<file path="src/rtl/segmented_free_list_slot_allocator_unit_assert.svh">
// ----------------------------------------------------------------------------
// Assertion macros for the slot allocator
// Concurrent checks that compile away when NO_ASSERTIONS is defined.
// ----------------------------------------------------------------------------
`ifndef SEGMENTED_FREE_LIST_SLOT_ALLOCATOR_UNIT_ASSERT_SVH
`define SEGMENTED_FREE_LIST_SLOT_ALLOCATOR_UNIT_ASSERT_SVH
`ifndef NO_ASSERTIONS
// Same-cycle implication, sampled on clk and off during reset.
`define SFLA_ASSERT_IMP(name, ante, cons) \
  name: assert property (@(posedge clk) disable iff (rst) (ante) |-> (cons)) \
    else $error("slot allocator check failed");
// Next-cycle implication, sampled on clk and off during reset.
`define SFLA_ASSERT_NXT(name, ante, cons) \
  name: assert property (@(posedge clk) disable iff (rst) (ante) |=> (cons)) \
    else $error("slot allocator check failed");
`else
`define SFLA_ASSERT_IMP(name, ante, cons)
`define SFLA_ASSERT_NXT(name, ante, cons)
`endif
`endif

</file>
<file path="src/rtl/sfla_ram.sv">
// ----------------------------------------------------------------------------
// Simple dual-port RAM
// One write port and one read port with a registered read.
// ----------------------------------------------------------------------------
module sfla_ram #(
  parameter int WIDTH = 8,
  parameter int DEPTH = 16
) (
  input  logic                     clk,
  input  logic                     we,
  input  logic [$clog2(DEPTH)-1:0] waddr,
  input  logic [WIDTH-1:0]         wdata,
  input  logic [$clog2(DEPTH)-1:0] raddr,
  output logic [WIDTH-1:0]         rdata
);

  logic [WIDTH-1:0] mem [DEPTH];

  always_ff @(posedge clk) begin
    if (we) begin
      mem[waddr] <= wdata;
    end
  end

  always_ff @(posedge clk) begin
    rdata <= mem[raddr];
  end

endmodule

</file>
<file path="config.mk">
export PLATFORM = sky130hd
export DESIGN_NAME = sfla_ram
export DESIGN_NICKNAME = d
export VERILOG_FILES = /design/src/rtl/segmented_free_list_slot_allocator_unit_assert.svh /design/src/rtl/sfla_ram.sv
export SDC_FILE = /design/constraint.sdc
export NUM_CORES = 1
export LEC_CHECK = 0
export ABC_AREA = 1
export ABC_CLOCK_PERIOD_IN_PS = 1500
export BUFFER_PORTS_ARGS = -buffer_cell sky130_fd_sc_hd__buf_4
export CAP_MARGIN = 0
export CELL_PAD_IN_SITES_DETAIL_PLACEMENT = 1
export CELL_PAD_IN_SITES_GLOBAL_PLACEMENT = 2
export CORE_MARGIN = 2
export CORE_UTILIZATION = 33
export DETAILED_ROUTE_END_ITERATION = 10
export MAX_ROUTING_LAYER = met4
export PLACE_DENSITY_LB_ADDON = 0.1
export RECOVER_POWER = 25
export SYNTH_ARGS = -nofsm -noshare
export SYNTH_HDL_FRONTEND = slang
export SYNTH_SLANG_ARGS = --single-unit
</file>
<file path="constraint.sdc">
create_clock -name clk -period 1.5 [get_ports clk]
set_input_delay 0.15 -clock clk [delete_from_list [all_inputs] [get_ports clk]]
set_output_delay 0.15 -clock clk [all_outputs]
set_load 0.01 [all_outputs]
</file>
==> flow_metrics.py, run 1 <==
metrics = {
    "yosys": {
        "synth_fa_ha_area_frac": 0,
        "synth_top_family_by_area": "simple AND/OR/NAND/NOR gates",
        "synth_seq_cells": 136,
        "syn_area_um2": 5770,
        "synth_compound_area_frac": 0,
        "syn-num-nets": 569,
        "ys_types": 12,
        "syn_inst": 551,
        "yosys.area_share.simple": 0.210,
        "yosys_warnings": 0,
        "muxShareOfSynthArea": 0,
        "yosysSeqAreaShare": 0.694,
        "avgSynthCellArea_um2": 10.5,
        "synth_xor_area_frac": 0,
    },
    "setup_path": {
        "setup.worst_path.start": "mem[11][1]",
        "crit_fanout": 1,
        "crit_top_cell": "nand3_1",
        "setup.worst_path.start_class": "register",
        "path_buf_inv": 1,
        "cp.arrival_ps": 1430,
        "cp_slowest_stage_delay_ps": 370,
        "critPathTopFamily": "simple AND/OR/NAND/NOR gates",
        "r2r-start": "mem[11][1]",
        "crit_slowest_cell": "edfxtp_1",
        "crit_chain": "inv_1 -> nand2_1 -> nand3_1 -> nand3_1 -> nand3_1 -> nand2_1",
        "endpoint_kind": "register",
        "critical_path_class": "register to register",
        "required_ps": 1800,
    },
    "clocking": {
        "ctsHoldBuffers": 0,
        "cts_buffers": 17,
        "cts_setup_buffers": 0,
        "cts_resized": 0,
        "clkLatencyLatePin_ps": 420,
        "cts_tree": "done",
        "htreeDepth": 4,
        "cts-root-buf": "clkbuf_16",
        "cts_num_sinks": 136,
        "ctsLongestPathBuffers": 2,
        "clk_pin_slew_worst_paths_ps": 60,
    },
    "final_layout": {
        "fin_util": 0.405,
        "final_common_cell": "nand2_1",
        "nets": 612,
        "fillers": 1901,
        "final_cell_mix": "nand2_1, edfxtp_1, inv_1",
        "area_delta_synth_final_pct": 20.7,
        "multiInputGateArea_um2": 1210,
        "regArea_um2": 4000,
        "layout-drive-gt1-share": 0.122,
        "num_antenna_cells": 0,
    },
    "power_and_ir_drop": {
        "p_int_mw": 7.76,
        "p_per_area_nw_per_um2": 1400,
        "switching_share": 0.204,
        "pwr-share-seq": 0.438,
        "combPwrFrac": 0.060,
        "clockPowerShare": 0.502,
        "total_power_mw": 9.76,
        "irDropWorstVdd_mv": 0.773,
        "p_leak_nw": 2.98,
        "switching_power_mw": 1.99,
    },
    "routing": {
        "via_count": 3799,
        "wire_per_inst_um": 18.3,
        "antenna_left": 0,
        "viasPerCell": 4.57,
        "drtPass1Iterations": 4,
        "drc": 0,
        "totalWireLength_um": 15200,
        "drtIter0Drc": 174,
    },
    "min_path": {
        "hold_path_class": "input pin to register",
        "holdCritStartpoint": "raddr[3]",
    },
    "global_route": {
        "grt_overflow": 0,
        "grt_pass1_wl_um": 23200,
        "antenna_found_initial": 0,
        "grt_max_degree": 65,
        "grt_pass1_vias": 3824,
        "track_usage": 0.182,
    },
    "placed_design": {
        "hpwl_um": 9400,
        "place.port_buffers": 25,
        "gp_congestion": 0.708,
    },
    "floorplan": {
        "die_w_um": 136,
        "fp.dieArea_um2": 18500,
        "num_rows": 48,
        "start_util": 0.336,
        "io_pins": 26,
        "die_y_um": 136,
        "core_area_um2": 17200,
    },
    "sta": {
        "fmax_ghz": 0.881,
        "max_slew_margin": 0.399,
        "finalSetupViolCount": 0,
        "hold_ws_ps": 87.5,
        "hold_viol": 0,
        "final.setup.tns_ps": 0,
        "min_period_ps": 1130,
        "rsz0062_at_grt": "no",
        "slew_violations": 0,
        "worstMarginPinSlew_ps": 901,
        "finClkSkew_ps": 16.1,
        "min_period_over_period": 0.756,
    },
    "status": {
        "status": "completed",
    },
    "job": {
        "maxCapViolations": 0,
    },
}
## tightest hold or removal path: stages
cell and delay [ps]:
buf_4 160, nand3_1 90, nand2_1 50
## flip-flops by register name, summed over array words and instances (netlist names)
signal and cells:
rdata 8, mem 128
## synth_stat cells
cell type,count,share of area
buf_1,1,0.00065
buf_2,13,0.011
buf_4,4,0.0052
buf_6,6,0.012
dfxtp_1,8,0.028
edfxtp_1,128,0.67
inv_1,100,0.065
inv_2,2,0.0013
nand2_1,173,0.11
nand3_1,97,0.084
nand3b_1,2,0.0026
nor2_1,17,0.011
## per-layer routing
layer,share of wire,track usage,vias up
met5,0,-,-
met4,0.0086,0.0608,0
met3,0.028,0.0328,7
met2,0.48,0.287,47
met1,0.48,0.239,1888
li1,-,-,1857
## logic make-up (layout without fill, tap and decap cells)
logic type    Yosys count  count (layout)
flops                 136             136
buf+inv               126             182
simple gates          289             289
## layout make-up
type / count / share of cell area
clock buffer: 20 / 0.0642
multi-input combinational: 289 / 0.174
inverter: 102 / 0.0550
clock inverter: 12 / 0.0354
timing repair buffer: 48 / 0.0557
tap: 225 / 0.0404
sequential: 136 / 0.575
## metrics by stage
stage,cell area [um2],worst slack [ps],std cells
floorplan,5770,399,551
global placement,6290,161,800
detailed placement,6290,161,800
CTS,6990,330,832
global route,6960,306,832
finish,6960,365,832
## power groups by stage
| stage | registers [mW] | logic [mW] | clock network [mW] |
|---|---|---|---|
| floorplan | 4.36 | 0.300 | 0 |
| global placement | 4.35 | 0.599 | 0 |
| detailed placement | 4.35 | 0.607 | 0 |
| CTS | 4.27 | 0.610 | 5.01 |
| global route | 4.28 | 0.653 | 5.14 |
| finish | 4.27 | 0.582 | 4.90 |
## path summary, 6_finish.rpt
kind / slack [ps] / cells past startpoint / to
hold reg to reg: 680 / 6 / rdata[6]
setup / recovery: 370 / 6 / rdata[1]
hold / removal: 90 / 3 / rdata[7]
setup reg to reg: 370 / 6 / rdata[1]
Power figures use the tool's default switching activity.
==> inputs of run 2 (changes only) <==
--- a/config.mk
+++ b/config.mk
@@ -5,8 +5,8 @@
 export SDC_FILE = /design/constraint.sdc
 export NUM_CORES = 1
 export LEC_CHECK = 0
-export ABC_AREA = 1
-export ABC_CLOCK_PERIOD_IN_PS = 1500
+export ABC_AREA = 0
+export ABC_CLOCK_PERIOD_IN_PS = 1000
 export BUFFER_PORTS_ARGS = -buffer_cell sky130_fd_sc_hd__buf_4
 export CAP_MARGIN = 0
 export CELL_PAD_IN_SITES_DETAIL_PLACEMENT = 1
==> constraint.sdc (replaced) <==
create_clock -name clk -period 1 [get_ports clk]
set_input_delay 0.1 -clock clk [delete_from_list [all_inputs] [get_ports clk]]
set_output_delay 0.1 -clock clk [all_outputs]
set_load 0.01 [all_outputs]
==> run 2 against run 1 <==
  * Sequential cell count unchanged
  * Worst setup slack worse by 640 ps
  * Core utilization up 2.8 points
  * Clock power increased by 7.8%
  * Global-route usage decreased by 2.8 points
  * Synthesized cell count decreased by 58%
  * First-iteration DRC count is 22% lower
  * The flow now finishes with violations (setup timing)
  * Register-to-register slack got worse by 640 ps
  * Die area is 10% lower
  * Critical path type unchanged
  * Combinational power increased by 41%
  * Largest cell class unchanged
  * Routed wire length down 27%
==> flow_metrics.py, run 2 <==
metrics = {
    "sta": {
        "worst_slack_ps": -279,
        "final.setup.tns_ps": -2030,
        "worstMarginPinSlew_ps": 937,
        "fmax_ghz": 0.782,
        "finClkSkew_ps": 5.26,
        "max_slew_margin": 0.374,
        "min_period_over_period": 1.28,
        "rsz0062_at_grt": "yes",
        "hold_ws_ps": 173,
        "finalSetupViolCount": 8,
        "hold_viol": 0,
        "slew_violations": 0,
        "min_period_ps": 1280,
    },
    "yosys": {
        "yosysTopAreaCell": "edfxtp_1",
        "syn_inst": 229,
        "ys_types": 19,
        "yosysSeqAreaShare": 0.778,
        "synthArstFlopShare": 0,
        "synth_top_area_share": 0.747,
        "syn-num-nets": 247,
        "ys.flop_type": "edfxtp_1",
        "avgSynthCellArea_um2": 22.5,
        "ys_top_cells_by_count": "edfxtp_1, mux4_2, a22oi_1",
        "yosys_warnings": 0,
        "syn_area_um2": 5150,
        "synthTopCellsByArea": "edfxtp_1, mux4_2, mux4_1",
        "yosysMostFrequentCell": "edfxtp_1",
        "synth_edf_count": 128,
        "synth_seq_cells": 136,
    },
    "final_layout": {
        "area_delta_synth_final_pct": 27.9,
        "nets": 325,
        "num_antenna_cells": 0,
        "fillers": 1438,
        "layout-drive-gt1-share": 0.453,
        "largest_reg_flops": 128,
        "final_common_cell": "edfxtp_1",
        "regMostFlops": "mem",
        "largest_registers": "mem: 128 flops, rdata: 8 flops",
        "final_cell_mix": "edfxtp_1, buf_4, mux4_2",
    },
    "setup_path": {
        "setup.worst_path.start_class": "register",
        "setup.worst_path.start": "mem[10][0]",
        "critPathTopFamily": "multiplexers",
        "endpoint": "rdata[0]",
        "cp_slowest_stage_delay_ps": 470,
        "r2r-start": "mem[10][0]",
        "crit_chain": "mux4_2 -> a22oi_2 -> nand2_1",
        "crit_fanout": 1,
        "r2r_slack_ps": -280,
        "worstSetupPathDepth": 3,
        "crit_slowest_cell": "mux4_2",
        "path_buf_inv": 0,
        "endpoint_kind": "register",
        "critical_path.reg2reg.endpoint": "rdata[0]",
        "critical_path_class": "register to register",
        "required_ps": 1290,
        "rr_worst_depth": 3,
        "cp.arrival_ps": 1570,
    },
    "power_and_ir_drop": {
        "switching_share": 0.211,
        "p_leak_nw": 2.18,
        "p_int_mw": 9.88,
        "switching_power_mw": 2.64,
        "pwr-share-seq": 0.513,
        "p_per_area_nw_per_um2": 1900,
        "irDropWorstVdd_mv": 1.11,
        "clockPowerShare": 0.422,
        "combPwrFrac": 0.065,
    },
    "floorplan": {
        "core_area_um2": 15200,
        "num_rows": 45,
        "die_w_um": 129,
        "fp.dieArea_um2": 16600,
        "io_pins": 26,
        "die_y_um": 129,
        "start_util": 0.339,
    },
    "clocking": {
        "cts_setup_buffers": 0,
        "clk_pin_slew_worst_paths_ps": 50,
        "htreeDepth": 4,
        "cts_tree": "done",
        "cts_buffers": 17,
        "ctsLongestPathBuffers": 2,
        "cts_num_sinks": 136,
        "clkLatencyLatePin_ps": 410,
        "cts-root-buf": "clkbuf_16",
    },
    "routing": {
        "drtPass1Iterations": 4,
        "drtIter0Drc": 135,
        "via_count": 2493,
        "totalWireLength_um": 11100,
        "antenna_left": 0,
        "viasPerCell": 4.91,
        "drc": 0,
        "wire_per_inst_um": 21.9,
    },
    "job": {
        "maxCapViolations": 0,
    },
    "min_path": {
        "hold_path_class": "input pin to register",
        "whs_path_depth": 4,
    },
    "global_route": {
        "grt_overflow": 0,
        "grt_max_degree": 18,
        "grt_pass1_vias": 2782,
        "grt_pass1_wl_um": 17300,
        "antenna_found_initial": 0,
        "track_usage": 0.155,
    },
    "status": {
        "failed_checks": "setup timing",
        "status": "finished with violations",
    },
    "placed_design": {
        "place.port_buffers": 25,
        "gp_congestion": 0.710,
        "hpwl_um": 7450,
        "placement.setup.worst_slack_ps": -509,
    },
}
[run 2: cell count changes in the layout (fill, tap and decap cells not counted), sizes merged, moves of 6 or more]
cell,delta
buf,+16
dlygate4sd3,+6
nand2,-164
a22oi,+16
mux4,+32
clkinv,+8
inv,-102
nand3,-96
bufinv,-7
[run 2: power groups by stage]
stage	logic, mW	registers [mW]	clock network, mW
2_1_floorplan	0.372	6.54	0
3_3_place_gp	0.794	6.53	0
3_5_place_dp	0.804	6.53	0
4_1_cts	0.847	6.42	5.41
5_1_grt	0.896	6.43	5.62
6_report	0.818	6.42	5.28
[run 2: worst min-delay path by stage]
| stage | startpoint | endpoint | slack, ps |
|---|---|---|---|
| after floorplan | wdata[0] | mem[0][0] | 200 |
| after global placement | wdata[5] | mem[7][5] | 410 |
| after detailed placement | wdata[5] | mem[6][5] | 430 |
| after CTS | wdata[0] | mem[5][0] | 7 |
| after global routing | waddr[0] | mem[4][3] | 180 |
| final | raddr[1] | rdata[7] | 170 |
[run 2: timing repair]
item,CTS,global route
hold buffers,6,0
cloned,0,0
pin swaps,1,0
hold endpoints to repair,63,0
setup endpoints to repair,10,10
gates resized for setup,10,2
[run 2: through the flow]
| step | cell area, um2 | cells | total power, mW | utilization |
|---|---|---|---|---|
| after detailed placement | 5990 | 470 | 7.34 | 0.394 |
| after global routing | 6580 | 508 | 12.9 | 0.433 |
| after CTS | 6590 | 508 | 12.7 | 0.433 |
| after floorplan | 5210 | 229 | 6.91 | - |
| final | 6580 | 508 | 12.5 | 0.433 |
| after global placement | 5990 | 470 | 7.33 | 0.394 |
[run 2: layout make-up]
| cell class | instances | area, um2 | area share |
|---|---|---|---|
| Sequential cell | 136 | 4010 | 0.609 |
| Multi-Input combinational cell | 83 | 1130 | 0.171 |
| Timing Repair Buffer | 69 | 713 | 0.108 |
| Clock buffer | 20 | 437 | 0.0663 |
| Tap cell | 188 | 235 | 0.0357 |
| Clock inverter | 12 | 61.3 | 0.00932 |
[run 2: per-layer routing]
layer | track usage | vias up | share of wire
li1 | - | 1119 | -
met2 | 0.231 | 37 | 0.47
met3 | 0.0358 | 16 | 0.024
met5 | - | - | 0
met1 | 0.204 | 1321 | 0.48
met4 | 0.0684 | 0 | 0.020
[run 2: kinds of logic (layout without fill, tap and decap cells)]
family | Yosys count | after routing | share of synthesized area
AO/OA/AOI/OAI | 16 | 16 | 0.0233
multiplexers | 32 | 32 | 0.150
buffers and inverters | 10 | 101 | 0.0168
flip-flops | 136 | 136 | 0.778
AND/OR/NAND/NOR | 35 | 35 | 0.0318
[run 2: tightest hold or removal path: cells and delay by family]
family	cells	cell delay, ps
AO/OA/AOI/OAI	1	80
AND/OR/NAND/NOR	1	60
multiplexers	1	180
buffers and inverters	1	130
