**src/rtl/segmented_free_list_slot_allocator_unit_assert.svh**
```systemverilog
// ----------------------------------------------------------------------------
// Assertion macros for the slot allocator
// Concurrent checks that compile away when NO_ASSERTIONS is defined.
// ----------------------------------------------------------------------------
`ifndef SEGMENTED_FREE_LIST_SLOT_ALLOCATOR_UNIT_ASSERT_SVH
`define SEGMENTED_FREE_LIST_SLOT_ALLOCATOR_UNIT_ASSERT_SVH
`ifndef NO_ASSERTIONS
// Same-cycle implication, sampled on clk and off during reset.
`define SFLA_ASSERT_IMP(name, ante, cons) \
  name: assert property (@(posedge clk) disable iff (rst) (ante) |-> (cons)) \
    else $error("slot allocator check failed");
// Next-cycle implication, sampled on clk and off during reset.
`define SFLA_ASSERT_NXT(name, ante, cons) \
  name: assert property (@(posedge clk) disable iff (rst) (ante) |=> (cons)) \
    else $error("slot allocator check failed");
`else
`define SFLA_ASSERT_IMP(name, ante, cons)
`define SFLA_ASSERT_NXT(name, ante, cons)
`endif
`endif

```
**src/rtl/sfla_pkg.sv**
```systemverilog
// ----------------------------------------------------------------------------
// Slot allocator package
// Opcodes, status codes, register indexes, slot states, link fields and sequencer states.
// ----------------------------------------------------------------------------
package sfla_pkg;

  typedef enum logic [1:0] {
    OP_ROUND   = 2'd0,
    OP_ALLOC   = 2'd1,
    OP_RELEASE = 2'd2,
    OP_QUERY   = 2'd3
  } opcode_t;

  typedef enum logic [1:0] {
    ST_OK       = 2'd0,
    ST_NO_FREE  = 2'd1,
    ST_NOT_LIVE = 2'd2,
    ST_CAP_FULL = 2'd3
  } status_t;

  typedef enum logic [1:0] {
    CFG_MIN_FREE  = 2'd0,
    CFG_MAX_FREE  = 2'd1,
    CFG_SEG_SLOTS = 2'd2
  } cfg_reg_t;

  typedef enum logic [1:0] {
    SS_FREE    = 2'd0,
    SS_LIVE    = 2'd1,
    SS_RETIRED = 2'd2
  } slot_state_t;

  typedef enum logic [1:0] {
    FLD_FNEXT = 2'd0,
    FLD_FPREV = 2'd1,
    FLD_LNEXT = 2'd2,
    FLD_LPREV = 2'd3
  } link_field_t;

  typedef enum logic [4:0] {
    S_IDLE,
    S_A_WR,
    S_X_WR,
    S_Q_CK,
    S_G_CHK,
    S_G_PUSH,
    S_R_TOP,
    S_R_SEG,
    S_R_SCAN_RD,
    S_R_SCAN_CK,
    S_R_MIN,
    S_R_UN_RD,
    S_R_UN_WR,
    S_R_SEG_DONE,
    S_FIX_RD,
    S_FIX_WR,
    S_FINISH
  } ctrl_state_t;

endpackage

```
**src/rtl/sfla_ctrl.sv**
```systemverilog
// ----------------------------------------------------------------------------
// Slot allocator sequencer
// Runs each operation as read-modify-write steps on the slot and segment RAMs.
// ----------------------------------------------------------------------------
module sfla_ctrl
  import sfla_pkg::*;
#(
  parameter int SLOT_CAPACITY    = 1024,
  parameter int SEGMENT_CAPACITY = 64
) (
  input  logic                                  clk,
  input  logic                                  rst,
  input  logic                                  in_valid,
  output logic                                  in_ready,
  input  logic [1:0]                            opcode,
  input  logic [$clog2(SLOT_CAPACITY)-1:0]      slot_index,
  input  logic                                  from_head,
  output logic                                  out_valid,
  input  logic                                  out_ready,
  output logic [1:0]                            status,
  output logic [$clog2(SLOT_CAPACITY)-1:0]      result_slot,
  output logic                                  result_valid,
  output logic [$clog2(SLOT_CAPACITY):0]        free_total,
  output logic [$clog2(SLOT_CAPACITY):0]        live_total,
  input  logic [$clog2(SLOT_CAPACITY):0]        free_floor,
  input  logic [$clog2(SLOT_CAPACITY):0]        free_ceil,
  input  logic [$clog2(SLOT_CAPACITY):0]        seg_slots,
  output logic                                  s_we,
  output logic [$clog2(SLOT_CAPACITY)-1:0]      s_waddr,
  output logic [2+4*($clog2(SLOT_CAPACITY)+1)-1:0] s_wdata,
  output logic [$clog2(SLOT_CAPACITY)-1:0]      s_raddr,
  input  logic [2+4*($clog2(SLOT_CAPACITY)+1)-1:0] s_rdata,
  output logic                                  g_we,
  output logic [$clog2(SEGMENT_CAPACITY)-1:0]   g_waddr,
  output logic [2*$clog2(SLOT_CAPACITY)+1:0]    g_wdata,
  output logic [$clog2(SEGMENT_CAPACITY)-1:0]   g_raddr,
  input  logic [2*$clog2(SLOT_CAPACITY)+1:0]    g_rdata
);

  localparam int SW   = $clog2(SLOT_CAPACITY);
  localparam int LW   = SW + 1;
  localparam int WW   = 2 + 4 * LW;
  localparam int SEGW = $clog2(SEGMENT_CAPACITY);
  localparam int GW   = SEGW + 1;
  localparam int GWW  = 1 + LW + SW;
  localparam logic [LW-1:0] LNIL   = {LW{1'b1}};
  localparam logic [GW-1:0] GNIL   = {GW{1'b1}};
  localparam logic [LW-1:0] CAP_LW = LW'(SLOT_CAPACITY);
  localparam logic [GW-1:0] SEG_GW = GW'(SEGMENT_CAPACITY);

  function automatic logic [WW-1:0] put_field(input logic [WW-1:0] w,
                                              input link_field_t f,
                                              input logic [LW-1:0] v);
    logic [WW-1:0] r;
    r = w;
    case (f)
      FLD_FNEXT: r[3*LW +: LW] = v;
      FLD_FPREV: r[2*LW +: LW] = v;
      FLD_LNEXT: r[LW +: LW]   = v;
      FLD_LPREV: r[0 +: LW]    = v;
      default:   r = w;
    endcase
    return r;
  endfunction

  ctrl_state_t state, state_next, ret_st, ret_st_next;
  logic [LW-1:0] fhead, fhead_next, lhead, lhead_next, ltail, ltail_next;
  logic [LW-1:0] free_cnt, free_cnt_next, live_cnt, live_cnt_next;
  logic [LW-1:0] slots_made, slots_made_next;
  logic [GW-1:0] segs_made, segs_made_next, last_seg, last_seg_next;
  logic [SW-1:0] idx_q, idx_q_next, base_q, base_q_next, res_q, res_q_next;
  logic [LW-1:0] len_q, len_q_next, cnt, cnt_next;
  status_t       st_q, st_q_next;
  logic          resv_q, resv_q_next;
  logic [2:0]    fix_pend, fix_pend_next;
  logic [SW-1:0] fix_addr [3];
  logic [SW-1:0] fix_addr_next [3];
  link_field_t   fix_sel [3];
  link_field_t   fix_sel_next [3];
  logic [LW-1:0] fix_val [3];
  logic [LW-1:0] fix_val_next [3];
  logic [1:0]    fix_j;
  logic          out_valid_next, out_rvalid, out_rvalid_next;
  logic [1:0]    out_status, out_status_next;
  logic [SW-1:0] out_slot, out_slot_next;
  logic [LW-1:0] out_free, out_free_next, out_live, out_live_next;

  slot_state_t   rd_state;
  logic [LW-1:0] rd_fnext, rd_fprev, rd_lnext, rd_lprev;
  logic [SW-1:0] cur_slot;
  logic [LW-1:0] cnt_inc;
  logic          last_i;
  logic [GW-1:0] seg_back;

  assign rd_state = slot_state_t'(s_rdata[WW-1 -: 2]);
  assign rd_fnext = s_rdata[3*LW +: LW];
  assign rd_fprev = s_rdata[2*LW +: LW];
  assign rd_lnext = s_rdata[LW +: LW];
  assign rd_lprev = s_rdata[0 +: LW];
  assign cur_slot = SW'(LW'(base_q) + cnt);
  assign cnt_inc  = cnt + LW'(1);
  assign last_i   = (cnt_inc == len_q);
  assign seg_back = (last_seg == '0) ? GNIL : last_seg - GW'(1);
  assign fix_j    = fix_pend[0] ? 2'd0 : (fix_pend[1] ? 2'd1 : 2'd2);

  assign in_ready     = (state == S_IDLE);
  assign status       = out_status;
  assign result_slot  = out_slot;
  assign result_valid = out_rvalid;
  assign free_total   = out_free;
  assign live_total   = out_live;

  always_ff @(posedge clk) begin
    if (rst) begin
      state      <= S_IDLE;
      ret_st     <= S_IDLE;
      fhead      <= LNIL;
      lhead      <= LNIL;
      ltail      <= LNIL;
      free_cnt   <= '0;
      live_cnt   <= '0;
      slots_made <= '0;
      segs_made  <= '0;
      last_seg   <= GNIL;
      fix_pend   <= '0;
      out_valid  <= 1'b0;
    end else begin
      state      <= state_next;
      ret_st     <= ret_st_next;
      fhead      <= fhead_next;
      lhead      <= lhead_next;
      ltail      <= ltail_next;
      free_cnt   <= free_cnt_next;
      live_cnt   <= live_cnt_next;
      slots_made <= slots_made_next;
      segs_made  <= segs_made_next;
      last_seg   <= last_seg_next;
      fix_pend   <= fix_pend_next;
      out_valid  <= out_valid_next;
    end
  end

  always_ff @(posedge clk) begin
    idx_q      <= idx_q_next;
    base_q     <= base_q_next;
    len_q      <= len_q_next;
    cnt        <= cnt_next;
    st_q       <= st_q_next;
    res_q      <= res_q_next;
    resv_q     <= resv_q_next;
    fix_addr   <= fix_addr_next;
    fix_sel    <= fix_sel_next;
    fix_val    <= fix_val_next;
    out_status <= out_status_next;
    out_slot   <= out_slot_next;
    out_rvalid <= out_rvalid_next;
    out_free   <= out_free_next;
    out_live   <= out_live_next;
  end

  always_comb begin
    state_next      = state;
    ret_st_next     = ret_st;
    fhead_next      = fhead;
    lhead_next      = lhead;
    ltail_next      = ltail;
    free_cnt_next   = free_cnt;
    live_cnt_next   = live_cnt;
    slots_made_next = slots_made;
    segs_made_next  = segs_made;
    last_seg_next   = last_seg;
    idx_q_next      = idx_q;
    base_q_next     = base_q;
    len_q_next      = len_q;
    cnt_next        = cnt;
    st_q_next       = st_q;
    res_q_next      = res_q;
    resv_q_next     = resv_q;
    fix_pend_next   = fix_pend;
    fix_addr_next   = fix_addr;
    fix_sel_next    = fix_sel;
    fix_val_next    = fix_val;
    out_valid_next  = out_valid;
    out_status_next = out_status;
    out_slot_next   = out_slot;
    out_rvalid_next = out_rvalid;
    out_free_next   = out_free;
    out_live_next   = out_live;
    s_we    = 1'b0;
    s_waddr = '0;
    s_wdata = '0;
    s_raddr = '0;
    g_we    = 1'b0;
    g_waddr = '0;
    g_wdata = '0;
    g_raddr = '0;

    if (out_valid && out_ready) begin
      out_valid_next = 1'b0;
    end

    case (state)
      S_IDLE: begin
        if (in_valid) begin
          st_q_next   = ST_OK;
          res_q_next  = '0;
          resv_q_next = 1'b0;
          idx_q_next  = slot_index;
          case (opcode_t'(opcode))
            OP_ROUND: state_next = S_G_CHK;
            OP_ALLOC: begin
              if (fhead == LNIL) begin
                st_q_next  = ST_NO_FREE;
                state_next = S_FINISH;
              end else begin
                s_raddr    = fhead[SW-1:0];
                state_next = S_A_WR;
              end
            end
            OP_RELEASE: begin
              if (LW'(slot_index) < slots_made) begin
                s_raddr    = slot_index;
                state_next = S_X_WR;
              end else begin
                st_q_next  = ST_NOT_LIVE;
                state_next = S_FINISH;
              end
            end
            OP_QUERY: begin
              if (from_head) begin
                res_q_next  = (lhead == LNIL) ? '0 : lhead[SW-1:0];
                resv_q_next = (lhead != LNIL);
                state_next  = S_FINISH;
              end else if (LW'(slot_index) < slots_made) begin
                s_raddr    = slot_index;
                state_next = S_Q_CK;
              end else begin
                st_q_next  = ST_NOT_LIVE;
                state_next = S_FINISH;
              end
            end
            default: state_next = S_FINISH;
          endcase
        end
      end

      // Pop the free head, append it at the live tail.
      S_A_WR: begin
        s_we    = 1'b1;
        s_waddr = fhead[SW-1:0];
        s_wdata = {SS_LIVE, LNIL, LNIL, LNIL, ltail};
        fhead_next = rd_fnext;
        if (rd_fnext != LNIL) begin
          fix_pend_next[0] = 1'b1;
          fix_addr_next[0] = rd_fnext[SW-1:0];
          fix_sel_next[0]  = FLD_FPREV;
          fix_val_next[0]  = LNIL;
        end
        if (ltail != LNIL) begin
          fix_pend_next[1] = 1'b1;
          fix_addr_next[1] = ltail[SW-1:0];
          fix_sel_next[1]  = FLD_LNEXT;
          fix_val_next[1]  = fhead;
        end else begin
          lhead_next = fhead;
        end
        ltail_next    = fhead;
        free_cnt_next = free_cnt - LW'(1);
        live_cnt_next = live_cnt + LW'(1);
        res_q_next    = fhead[SW-1:0];
        resv_q_next   = 1'b1;
        ret_st_next   = S_FINISH;
        state_next    = S_FIX_RD;
      end

      // Unlink from the live list and push on the free head.
      S_X_WR: begin
        if (rd_state != SS_LIVE) begin
          st_q_next  = ST_NOT_LIVE;
          state_next = S_FINISH;
        end else begin
          s_we    = 1'b1;
          s_waddr = idx_q;
          s_wdata = {SS_FREE, fhead, LNIL, LNIL, LNIL};
          if (rd_lprev != LNIL) begin
            fix_pend_next[0] = 1'b1;
            fix_addr_next[0] = rd_lprev[SW-1:0];
            fix_sel_next[0]  = FLD_LNEXT;
            fix_val_next[0]  = rd_lnext;
          end else begin
            lhead_next = rd_lnext;
          end
          if (rd_lnext != LNIL) begin
            fix_pend_next[1] = 1'b1;
            fix_addr_next[1] = rd_lnext[SW-1:0];
            fix_sel_next[1]  = FLD_LPREV;
            fix_val_next[1]  = rd_lprev;
          end else begin
            ltail_next = rd_lprev;
          end
          if (fhead != LNIL) begin
            fix_pend_next[2] = 1'b1;
            fix_addr_next[2] = fhead[SW-1:0];
            fix_sel_next[2]  = FLD_FPREV;
            fix_val_next[2]  = LW'(idx_q);
          end
          fhead_next    = LW'(idx_q);
          live_cnt_next = live_cnt - LW'(1);
          free_cnt_next = free_cnt + LW'(1);
          ret_st_next   = S_FINISH;
          state_next    = S_FIX_RD;
        end
      end

      S_Q_CK: begin
        if (rd_state != SS_LIVE) begin
          st_q_next = ST_NOT_LIVE;
        end else if (rd_lnext != LNIL) begin
          res_q_next  = rd_lnext[SW-1:0];
          resv_q_next = 1'b1;
        end
        state_next = S_FINISH;
      end

      // Add one segment if free slots are short and a segment still fits.
      S_G_CHK: begin
        if (free_cnt < free_floor) begin
          if (seg_slots == '0 || segs_made >= SEG_GW ||
              seg_slots > (CAP_LW - slots_made)) begin
            st_q_next  = ST_CAP_FULL;
            state_next = S_R_TOP;
          end else begin
            g_we            = 1'b1;
            g_waddr         = segs_made[SEGW-1:0];
            g_wdata         = {1'b1, seg_slots, slots_made[SW-1:0]};
            last_seg_next   = segs_made;
            segs_made_next  = segs_made + GW'(1);
            base_q_next     = slots_made[SW-1:0];
            len_q_next      = seg_slots;
            cnt_next        = '0;
            slots_made_next = slots_made + seg_slots;
            state_next      = S_G_PUSH;
          end
        end else begin
          state_next = S_R_TOP;
        end
      end

      S_G_PUSH: begin
        s_we    = 1'b1;
        s_waddr = cur_slot;
        s_wdata = {SS_FREE, fhead, LNIL, LNIL, LNIL};
        if (fhead != LNIL) begin
          fix_pend_next[0] = 1'b1;
          fix_addr_next[0] = fhead[SW-1:0];
          fix_sel_next[0]  = FLD_FPREV;
          fix_val_next[0]  = LW'(cur_slot);
        end
        fhead_next    = LW'(cur_slot);
        free_cnt_next = free_cnt + LW'(1);
        cnt_next      = cnt_inc;
        ret_st_next   = last_i ? S_G_CHK : S_G_PUSH;
        state_next    = S_FIX_RD;
      end

      S_R_TOP: begin
        if (free_cnt > free_ceil && last_seg != GNIL) begin
          g_raddr    = last_seg[SEGW-1:0];
          state_next = S_R_SEG;
        end else begin
          state_next = S_FINISH;
        end
      end

      S_R_SEG: begin
        if (!g_rdata[GWW-1]) begin
          last_seg_next = seg_back;
          state_next    = S_R_TOP;
        end else begin
          base_q_next = g_rdata[SW-1:0];
          len_q_next  = g_rdata[SW +: LW];
          cnt_next    = '0;
          state_next  = S_R_SCAN_RD;
        end
      end

      S_R_SCAN_RD: begin
        s_raddr    = cur_slot;
        state_next = S_R_SCAN_CK;
      end

      // Every slot of the tail segment has to be on the free list.
      S_R_SCAN_CK: begin
        if (rd_state != SS_FREE) begin
          state_next = S_FINISH;
        end else if (last_i) begin
          cnt_next   = '0;
          state_next = S_R_MIN;
        end else begin
          cnt_next   = cnt_inc;
          state_next = S_R_SCAN_RD;
        end
      end

      S_R_MIN: begin
        if ((free_cnt - len_q) < free_floor) begin
          state_next = S_FINISH;
        end else begin
          state_next = S_R_UN_RD;
        end
      end

      S_R_UN_RD: begin
        s_raddr    = cur_slot;
        state_next = S_R_UN_WR;
      end

      S_R_UN_WR: begin
        s_we    = 1'b1;
        s_waddr = cur_slot;
        s_wdata = {SS_RETIRED, LNIL, LNIL, rd_lnext, rd_lprev};
        if (rd_fprev != LNIL) begin
          fix_pend_next[0] = 1'b1;
          fix_addr_next[0] = rd_fprev[SW-1:0];
          fix_sel_next[0]  = FLD_FNEXT;
          fix_val_next[0]  = rd_fnext;
        end else begin
          fhead_next = rd_fnext;
        end
        if (rd_fnext != LNIL) begin
          fix_pend_next[1] = 1'b1;
          fix_addr_next[1] = rd_fnext[SW-1:0];
          fix_sel_next[1]  = FLD_FPREV;
          fix_val_next[1]  = rd_fprev;
        end
        free_cnt_next = free_cnt - LW'(1);
        cnt_next      = cnt_inc;
        ret_st_next   = last_i ? S_R_SEG_DONE : S_R_UN_RD;
        state_next    = S_FIX_RD;
      end

      S_R_SEG_DONE: begin
        g_we          = 1'b1;
        g_waddr       = last_seg[SEGW-1:0];
        g_wdata       = {1'b0, len_q, base_q};
        last_seg_next = seg_back;
        state_next    = S_R_TOP;
      end

      // Neighbor link updates, one read-modify-write per pending entry.
      S_FIX_RD: begin
        if (fix_pend == '0) begin
          state_next = ret_st;
        end else begin
          s_raddr    = fix_addr[fix_j];
          state_next = S_FIX_WR;
        end
      end

      S_FIX_WR: begin
        s_we    = 1'b1;
        s_waddr = fix_addr[fix_j];
        s_wdata = put_field(s_rdata, fix_sel[fix_j], fix_val[fix_j]);
        fix_pend_next[fix_j] = 1'b0;
        state_next = S_FIX_RD;
      end

      S_FINISH: begin
        if (!out_valid || out_ready) begin
          out_valid_next  = 1'b1;
          out_status_next = st_q;
          out_slot_next   = res_q;
          out_rvalid_next = resv_q;
          out_free_next   = free_cnt;
          out_live_next   = live_cnt;
          state_next      = S_IDLE;
        end
      end

      default: state_next = S_IDLE;
    endcase
  end

endmodule

```
**config.mk**
```make
export PLATFORM = sky130hd
export DESIGN_NAME = sfla_ctrl
export DESIGN_NICKNAME = d
export VERILOG_FILES = /design/src/rtl/segmented_free_list_slot_allocator_unit_assert.svh /design/src/rtl/sfla_pkg.sv /design/src/rtl/sfla_ctrl.sv
export SDC_FILE = /design/constraint.sdc
export NUM_CORES = 1
export LEC_CHECK = 0
export BUFFER_PORTS_ARGS = -buffer_cell sky130_fd_sc_hd__buf_2
export CORE_MARGIN = 3
export CORE_UTILIZATION = 40
export DETAILED_ROUTE_END_ITERATION = 6
export GPL_TIMING_DRIVEN = 0
export PLACE_DENSITY = 0.63
export SLEW_MARGIN = 20
export SYNTH_ARGS = -nofsm -noshare
export SYNTH_HDL_FRONTEND = slang
export SYNTH_SLANG_ARGS = --single-unit
```
**constraint.sdc**
```tcl
create_clock -name clk -period 3.3 [get_ports clk]
set_input_delay 0.165 -clock clk [delete_from_list [all_inputs] [get_ports clk]]
set_output_delay 0.165 -clock clk [all_outputs]
set_load 0.03 [all_outputs]
```
==> summary.txt <==
run status -> complete, but fails checks
failing checks -> design-rule violations, negative setup slack
number of synthesized register bits -> 250
post-synthesis cell type count -> 75
Max rail drop VDD -> 732.5 uV
slowest stage cell on the critical path -> a2111oi_2
die height -> 209.3 um
final worst slack -> -0.5662 ns
Clock Path Buffers -> 3
global-route wire length before repair -> 99200 um
total track usage -> 29.15%
DRT iter0 DRCs -> 1890
hold_sp -> seg_slots[7]
Cell Pwr Density -> 954.3 nW/um2
Max-slew headroom -> 30.74%
Post-synth EDFFs -> 156
layout overhead on the synthesized area -> 29.11%
largest register by flop count -> fix_val
Post-DRT Antenna Nets -> 0
top cell type by total area after synthesis -> edfxtp_1
worst r2r src -> slots_made[2]
commonest non-fill, non-tap cell in the layout -> buf_2
Post-synth ARST share -> 0%
Worst setup SP type -> register
Syn Nets -> 2031
die area -> 43810 um2
Cells after DPL -> 2583
worst slew pin tran -> 1.038 ns
initial antenna violation count -> 2
DRC Markers -> 4
via count -> 16780
Routed WL -> 67520 um
largest net degree at the start of global routing -> 26
biggest regs -> fix_val: 32 flops, fix_addr: 30 flops
gr ovfl total -> 0
commonest cells after routing, fill and taps aside -> buf_2, nand2_1, edfxtp_1
CP arrival -> 3.70 ns
vias in the first global route -> 16100
wire per inst -> 24.67 um
Worst Setup SP -> slots_made[2]
routability congestion estimate -> 0.9460
Final Hold Vio Count -> 0
leakage -> 8.778 nW
final setup vio count -> 79
Avg Cell Area, Syn -> 9.165 um2
Setup crit end kind -> primary output
root buffer cell -> clkbuf_16
post-layout min period -> 3.866 ns
die width -> 209.3 um
final worst-path cycle share -> 117.2%
Initial Utilization -> 41.05%
worst path cell trace -> nor2_4 > buf_6 > nand3_2 > nor2_2 > xnor2_2 > ha_1 > a41oi_2 > o21ai_2 > a2111oi_2 > o21ai_2 > nor3_4 > buf_6 > buf_16 > a22o_2 > buf_6
clk_skew -> 0.02849 ns
clk sink count -> 250
fmax -> 258.7 MHz
R2R setup slack -> -0.44 ns
clk slew on worst S/H paths -> 0.06 ns
crit path max fanout -> 5
CP dominant cell by count -> buf_6
nets -> 2414
Initial DRT Pass Iterations -> 7
Largest register FFs -> 32
WS Path Type -> register to primary output
clk_lat worst skew -> 0.58 ns
H-Tree Depth -> 1
# IOs -> 257
Cell Count, Final, Fillers Out -> 2737
core box area -> 40280 um2
dominant cells by area after synthesis -> edfxtp_1, dfxtp_1, ha_1, nand2_1, mux2i_1
area share of the largest cell type after synthesis -> 28.33%
CTS tree -> built
area of placed instances -> 18560 um2
CTS Buf Count -> 29
synthesized area -> 16530 um2
vias per cell -> 6.129
Post-synth top flop -> edfxtp_1
sequential element share of the synthesized area -> 39.72%
worst hold path class -> primary input to register
# rows -> 73
worst endpoint required time -> 3.13 ns
share of layout cells above drive strength 1 -> 25.07%
Slew Limit Fails -> 0
yosys warns -> 0
Port Buffers -> 253
RSZ-0062 raised after global routing -> yes
slowest stage delay, CP -> 0.40 ns
Synth Instances -> 1804
post-DP HPWL -> 50200 um
Max-Cap Viols -> 0
final instance area -> 21350 um2
[stage by stage]
step | TNS (ns) | hold WS (ns) | setup slack [ns] | power [mW] | utilization [%]
after global placement | -105.81 | 0.3827 | -1.081 | 14.82 | 45.97
after CTS | -13.65 | 0.003435 | -0.4775 | 19.42 | 51.94
after floorplan | 0 | 0.2639 | 0.01393 | 11.80 | -
final | -21.93 | 0.03301 | -0.5662 | 20.37 | 52.99
after global routing | -30.55 | 0.02886 | -0.6689 | 21.36 | 52.99
after detailed placement | -86.68 | 0.3848 | -1.104 | 15.05 | 46.08
[synthesized netlist by cell type (5+ instances only)]
cell / instances
nor4b_1: 5
or3_1: 8
a221oi_1: 10
o21a_1: 6
dfxtp_1: 94
a21oi_1: 105
o2111ai_1: 5
nor3_1: 61
inv_1: 81
o21ai_0: 119
o221ai_1: 5
and2_1: 8
nor2b_1: 14
a31oi_1: 19
fa_1: 5
nor4_1: 12
clkbuf_1: 83
nand2b_1: 14
a211oi_1: 14
mux2_2: 11
xnor2_1: 57
a41oi_1: 6
nand3_1: 50
a311oi_1: 5
a2111oi_0: 5
xor2_1: 21
and3_1: 16
ha_1: 104
a22oi_1: 31
edfxtp_1: 156
and4_1: 6
nand4_1: 31
nor2_1: 103
a211o_1: 23
mux2i_1: 79
buf_2: 12
buf_1: 7
a221o_1: 14
a22o_1: 52
nand2_1: 218
a21o_1: 27
or2_2: 10
o211ai_1: 25
[area by class of cell]
cell class,instances,area [um2]
fillers,3685,18930
repair buffers,363,2530
well taps,525,656.9
multi-input cells,1366,9796
inverters,83,324.1
plain buffers,94,499.2
flip-flops and latches,250,6598
clock buffers,39,803.3
clock inverters,15,133.9
diodes,2,5.005
[worst paths after layout]
kind                    endpoint  depth (start not counted)
hold / removal          len_q[7]                          2
setup / recovery      g_wdata[5]                         15
setup reg to reg     last_seg[1]                         15
hold reg to reg   result_slot[8]                          0
[report_power, final]
part | leakage (nW) | internal (mW) | total [mW] | switching, mW
clock network | 0.467 | 1.86 | 3.22 | 1.36
logic | 6.14 | 4.43 | 11.7 | 7.25
registers | 2.17 | 4.57 | 5.47 | 0.901
[worst max-delay path, delay by kind of cell (launching register included)]
family / cells / cell delay [ns]
compound gates: 5 / 1.03
simple gates: 4 / 0.67
fa+ha+maj: 1 / 0.31
flops: 1 / 0.36
xor+xnor: 1 / 0.15
buf+inv: 4 / 0.58
[layer usage]
| metal | routed length (um) | vias up | part of all wire, % | global-route usage (%) |
|---|---|---|---|---|
| met5 | 0 | - | 0 | 0 |
| met4 | 3426 | 0 | 5.1 | 12.68 |
| met3 | 6299 | 197 | 9.3 | 4.768 |
| met2 | 30850 | 994 | 46 | 47.45 |
| met1 | 26940 | 8045 | 40 | 38.43 |
| li1 | - | 7540 | - | - |
[repair_timing]
action | CTS | global route
hold buffers | 40 | 0
resized for setup | 196 | 98
buffers inserted | 45 | 22
endpoints found under the setup margin | 240 | 197
endpoints found under the hold margin | 37 | 0
pin swaps | 56 | 37
gates cloned | 2 | 1
[cell families (layout without fill, tap and decap cells)]
family,count (synthesis),in the layout,share of synthesized area [%]
and+or+nand+nor,578,578,16.75
AOI/OAI and AO/OA,510,511,20.87
DFF,250,250,39.72
buffers and inverters,189,594,4.526
adders and majority gates,109,109,8.476
muxes,90,90,5.532
xor gates and xnor gates,78,78,4.132
other,0,2,0
(Power assumes the default switching activity.)
